## config.mk

```make
export PLATFORM = sky130hd
export DESIGN_NAME = swmm_cell
export DESIGN_NICKNAME = d
export VERILOG_FILES = /design/src/hw/rtl/swmm_pkg.sv /design/src/hw/rtl/swmm_cell.sv
export SDC_FILE = /design/constraint.sdc
export NUM_CORES = 1
export LEC_CHECK = 0
export BUFFER_PORTS_ARGS = -buffer_cell sky130_fd_sc_hd__buf_4
export CELL_PAD_IN_SITES_DETAIL_PLACEMENT = 1
export CELL_PAD_IN_SITES_GLOBAL_PLACEMENT = 1
export CORE_MARGIN = 3
export CORE_UTILIZATION = 43
export DETAILED_ROUTE_END_ITERATION = 8
export PLACE_DENSITY = 0.95
export REMOVE_ABC_BUFFERS = 1
export SYNTH_ARGS = -nofsm -noshare
export SYNTH_HDL_FRONTEND = slang
export SYNTH_SLANG_ARGS = --single-unit
```

## constraint.sdc

```tcl
create_clock -name i_clk -period 7.85 [get_ports i_clk]
set_clock_uncertainty 0.1 [all_clocks]
set_input_delay 0.3925 -clock i_clk [delete_from_list [all_inputs] [get_ports i_clk]]
set_output_delay 0.3925 -clock i_clk [all_outputs]
set_load 0.1 [all_outputs]
```

## src/hw/rtl/swmm_pkg.sv

```systemverilog
// swmm_pkg: shared types and constants of the sliding window min/max block.
// No dependencies.
package swmm_pkg;

    localparam int WINDOW_MAX_DEF  = 64;
    localparam int SAMPLE_BITS_DEF = 32;
    localparam int LEN_BITS        = 7;
    localparam logic [LEN_BITS-1:0] LEN_RESET = LEN_BITS'(1);

    // control part of the scan wave travelling down the cell chain
    typedef struct packed {
        logic valid;
        logic emit;
    } t_wave_ctl;

endpackage

```

## src/hw/rtl/swmm_cell.sv

```systemverilog
// swmm_cell: one cell of the window chain; holds one sample and folds it into
// the passing min/max scan wave. Depends on swmm_pkg.
module swmm_cell #(
    parameter int SAMPLE_BITS = swmm_pkg::SAMPLE_BITS_DEF,
    parameter int REM_BITS    = 7
) (
    input  logic                     i_clk,
    input  logic                     i_rst_n,
    input  logic                     i_shift,
    input  logic [SAMPLE_BITS-1:0]   i_smp,
    output logic [SAMPLE_BITS-1:0]   o_smp,
    input  swmm_pkg::t_wave_ctl      i_ctl,
    input  logic [REM_BITS-1:0]      i_rem,
    input  logic [SAMPLE_BITS-1:0]   i_lo,
    input  logic [SAMPLE_BITS-1:0]   i_hi,
    output swmm_pkg::t_wave_ctl      o_ctl,
    output logic [REM_BITS-1:0]      o_rem,
    output logic [SAMPLE_BITS-1:0]   o_lo,
    output logic [SAMPLE_BITS-1:0]   o_hi
);
    import swmm_pkg::*;

    logic [SAMPLE_BITS-1:0] r_smp;
    t_wave_ctl              r_ctl;
    logic [REM_BITS-1:0]    r_rem, n_rem;
    logic [SAMPLE_BITS-1:0] r_lo, n_lo;
    logic [SAMPLE_BITS-1:0] r_hi, n_hi;
    logic                   w_fold;

    assign w_fold = i_ctl.valid && (i_rem != '0);

    always_comb begin
        n_lo  = i_lo;
        n_hi  = i_hi;
        n_rem = i_rem;
        if (w_fold) begin
            n_rem = i_rem - REM_BITS'(1);
            if ($signed(r_smp) < $signed(i_lo)) begin
                n_lo = r_smp;
            end
            if ($signed(r_smp) > $signed(i_hi)) begin
                n_hi = r_smp;
            end
        end
    end

    always_ff @(posedge i_clk) begin
        if (!i_rst_n) begin
            r_ctl <= '0;
        end else begin
            r_ctl <= i_ctl;
        end
    end

    always_ff @(posedge i_clk) begin
        if (i_shift) begin
            r_smp <= i_smp;
        end
        r_rem <= n_rem;
        r_lo  <= n_lo;
        r_hi  <= n_hi;
    end

    assign o_smp = r_smp;
    assign o_ctl = r_ctl;
    assign o_rem = r_rem;
    assign o_lo  = r_lo;
    assign o_hi  = r_hi;

endmodule

```

==> metrics.log <==
[metrics] outcome: finished clean
[metrics] number of max-cap violations: 0
[metrics] Slew headroom: 26.52%
[metrics] largest vdd supply drop: 0.1385 mV
[metrics] sequential element share of the synthesized area: a little under 30%
[metrics] total setup violations reported at the end of the flow: 0
[metrics] number of global-route vias before repair: a little over 9,000
[metrics] Congestion Overflow GR: 0
[metrics] post-CTS setup-driven buffer insertion count: 0
[metrics] multi-input gate area in the final layout: 0.005255 mm^2
[metrics] required time at the worst-slack endpoint: 7.99 ns
[metrics] Hold Violations, Final: 0
[metrics] proportion of power drawn by flip-flops and latches: 29.5%
[metrics] Slowest-stage cell, CP: sky130_fd_sc_hd__ha_4
[metrics] Post-Place Cell Area: 0.009946 mm^2
[metrics] fin. max-slew vios: 0
[metrics] worst setup path category: flip-flop to flip-flop
[metrics] largest net degree at the start of global routing: 133
[metrics] Top cell by count, worst path: sky130_fd_sc_hd__buf_4
[metrics] die outline area: 0.02082 mm^2
[metrics] largest area contributor in the synthesized netlist: sky130_fd_sc_hd__dfxtp_1
[metrics] worst-case clock buffer depth: 2
[metrics] wire length after detailed routing: 31,680 um
[metrics] via count normalized by instance count: ~6.6
[metrics] # clock sinks: 105
[metrics] drt drc: 0
[metrics] count of antenna-violating nets left after detailed routing: 0
[metrics] sequential cell area: 0.002422 mm^2
[metrics] top-level port count: 213
[metrics] arrival time at the worst endpoint: 4.43 ns
[metrics] overall via count from detail_route: 9,153
[metrics] Static Leak: 4.424 nW
[metrics] combined buffer and inverter count along the critical path: 2
[metrics] final weighted congestion in routability-driven placement: 0.8313
[metrics] utilization after layout: 55.53%
[metrics] period utilisation layout: 54.58%
[metrics] CTS tree: yes
[metrics] dominant synthesized flop cell: sky130_fd_sc_hd__dfxtp_1
[metrics] overall global routing resource usage: about 30%
[metrics] proportion of power drawn by the clock network: 18.5%
[metrics] category of the worst setup path launch point: flip-flop
[metrics] First-pass DRT Iterations: 5
[metrics] switching fraction of total power: about 50%
[metrics] fin nets: between 1,000 and 1,500
[metrics] crit-path leading delay family: simple AND/OR/NAND/NOR gates
[metrics] # placed instances: 1,364
[metrics] critical path, cell by cell: ha_4, nand4_1, or4_1, nor3_1, o31ai_4, buf_4, and2_1, buf_4, o2111ai_1
[metrics] Post-DP HPWL: 21,280 um
[metrics] fmax: 233.4 MHz
[metrics] core area: 0.01839 mm^2
[metrics] area share of the largest cell type after synthesis: 17.77%
[metrics] Mapped Cells: 1,008
[metrics] Layout Area Growth over Synthesis: 24.19%
[metrics] post-route non-filler standard cell count: 1,380
[metrics] fraction of registers with async set or reset after synthesis: 0%
[metrics] number of H-tree levels: 3
[metrics] actual transition at the worst max-transition pin: around 1.1 ns
[metrics] synth cell count leaders: sky130_fd_sc_hd__nand2_1, sky130_fd_sc_hd__clkbuf_1, sky130_fd_sc_hd__dfxtp_1
[metrics] number of flip-flops and latches in the synthesized netlist: between 100 and 150
[metrics] Internal Dissipation: 1.189 mW
[metrics] Min-Delay Path Class: primary input to flip-flop
[metrics] Iter 0 DRT Violations: between 800 and 900
[metrics] number of flops mapped to enable cells by yosys: 32
[metrics] total inserted antenna cells: 0
[metrics] Placement Rows: 49
[metrics] chip height: around 140 um
[metrics] Die X: 144.3 um
[metrics] unrepaired setup endpoints after global routing: false
[metrics] maximum fanout along the worst path: 132
[metrics] number of fill cells in the layout: 2,197
[metrics] kind of capture point of the worst setup path: flip-flop
[metrics] final total negative setup slack: 0 ns
[metrics] mean instance size in the synthesized netlist: 8.159 um^2
[metrics] post-layout minimum cycle time: 4.284 ns
[metrics] CTS clk-pin slew, worst paths: 0.08 ns
[metrics] number of distinct standard cells referenced by the synthesized netlist: 44
[metrics] switching power summed over all nets: 1.190 mW
[metrics] biggest cell delay along the critical path: 1.07 ns
[metrics] Port Buffer Count: 212
[metrics] global-route wire length before repair: 49,600 um
[metrics] leading cell types by total area after synthesis: sky130_fd_sc_hd__dfxtp_1, sky130_fd_sc_hd__edfxtp_1, sky130_fd_sc_hd__ha_1, sky130_fd_sc_hd__a2bb2oi_1, sky130_fd_sc_hd__o2111ai_1
[metrics] starting density of the core: 44.71%
[metrics] Post-Layout Inst Area: a little over 0.01 mm^2
[metrics] Root Driver: sky130_fd_sc_hd__clkbuf_16
[metrics] Comb pwr share: 52.0%
[metrics] mean routed wirelength per cell: about 23 um
[metrics] fraction of layout instances using a drive strength above 1: between 20% and 30%
[metrics] hold-fix buffer count after cts: 0
[metrics] Resized cells post-CTS: 0
[metrics] total power divided by cell area: 232.9 mW/mm^2
[metrics] clock latency of the later-clocked register in the worst-skew pair: 0.37 ns
[metrics] synthesized area: ~0.0082 mm^2
[metrics] Inserted Clock Buffers: 9
[metrics] Synthesis Warnings: 0
[metrics] number of antenna violations at the first check in global routing: 0
[metrics] top-count cell post-synth: sky130_fd_sc_hd__nand2_1
[flip-flops by register name (all words and copies together), names as in the netlist]
| signal | cells |
|---|---|
| o_ctl | 2 |
| o_rem | 7 |
| o_smp | 32 |
| o_hi | 32 |
| o_lo | 32 |
[cell usage in the layout, fill, tap and decap left out, types with 3 or more instances in the layout]
| cell | n |
|---|---|
| sky130_fd_sc_hd__nand2_1 | 114 |
| sky130_fd_sc_hd__and2_1 | 3 |
| sky130_fd_sc_hd__o2111ai_1 | 64 |
| sky130_fd_sc_hd__nand3b_1 | 32 |
| sky130_fd_sc_hd__o21a_1 | 3 |
| sky130_fd_sc_hd__dfxtp_1 | 73 |
| sky130_fd_sc_hd__nor2_1 | 4 |
| sky130_fd_sc_hd__o21ai_0 | 10 |
| sky130_fd_sc_hd__a22oi_1 | 32 |
| sky130_fd_sc_hd__buf_4 | 231 |
| sky130_fd_sc_hd__a31oi_1 | 65 |
| sky130_fd_sc_hd__nand4_1 | 13 |
| sky130_fd_sc_hd__inv_1 | 66 |
| sky130_fd_sc_hd__a2bb2oi_1 | 64 |
| sky130_fd_sc_hd__clkbuf_16 | 9 |
| sky130_fd_sc_hd__nand4b_1 | 32 |
| sky130_fd_sc_hd__edfxtp_1 | 32 |
| sky130_fd_sc_hd__ha_1 | 63 |
| sky130_fd_sc_hd__xnor2_1 | 4 |
| sky130_fd_sc_hd__nand3_1 | 36 |
| sky130_fd_sc_hd__nor2_2 | 3 |
| sky130_fd_sc_hd__or4_1 | 35 |
| sky130_fd_sc_hd__and3_1 | 32 |
| sky130_fd_sc_hd__nand2b_1 | 35 |
| sky130_fd_sc_hd__clkbuf_1 | 3 |
| sky130_fd_sc_hd__nor3_1 | 38 |
| sky130_fd_sc_hd__a21oi_1 | 26 |
[per-layer routing]
metal	global-route usage (%)	share of wire (%)	vias to the layer above
met3	4.762	6.7	87
met5	0	0	-
li1	-	-	4147
met4	10.11	3.1	0
met2	51.89	50	429
met1	36.91	40	4490
[metrics by stage]
step                      hold slack, ns  setup slack [ns]  power, mW
after floorplan                   0.3891             1.210      1.604
after global placement            0.4707             3.787      1.904
after detailed placement          0.4718             3.703      1.938
after CTS                        0.08902             3.641      2.380
after global routing             0.09191             3.319      2.471
final                            0.09626             3.566      2.379
[path summary, 6_finish.rpt]
kind / start / endpoint / slack, ns / cells past startpoint
max: o_smp[31] / o_hi[4] / 3.57 / 9
min: i_smp[23] / o_smp[23] / 0.1 / 1
max reg2reg: o_smp[31] / o_hi[4] / 3.57 / 9
min reg2reg: o_smp[0] / o_hi[0] / 0.61 / 2
[power groups by stage]
stage,Sequential [mW],Combinational [mW],Clock (mW)
after detailed placement,0.712,1.23,0
final,0.701,1.24,0.440
after global routing,0.709,1.30,0.463
after floorplan,1.27,0.335,0
after CTS,0.701,1.23,0.445
after global placement,0.712,1.19,0
[layout make-up]
cell class / instances / area share, %
Clock buffer: 13 / 2.450
Clock inverter: 3 / 0.1715
Tap cell: 229 / 2.805
Timing Repair Buffer: 231 / 16.98
Inverter: 66 / 2.426
Sequential cell: 105 / 23.72
Multi-Input combinational cell: 733 / 51.45
[cells by family after synthesis]
family          synth area share [%]
flops                          29.45
buf+inv                        8.139
compound gates                 25.53
fa+ha+maj                      9.889
simple gates                   26.35
xor+xnor                      0.6390
Power figures use the tool's default switching activity.
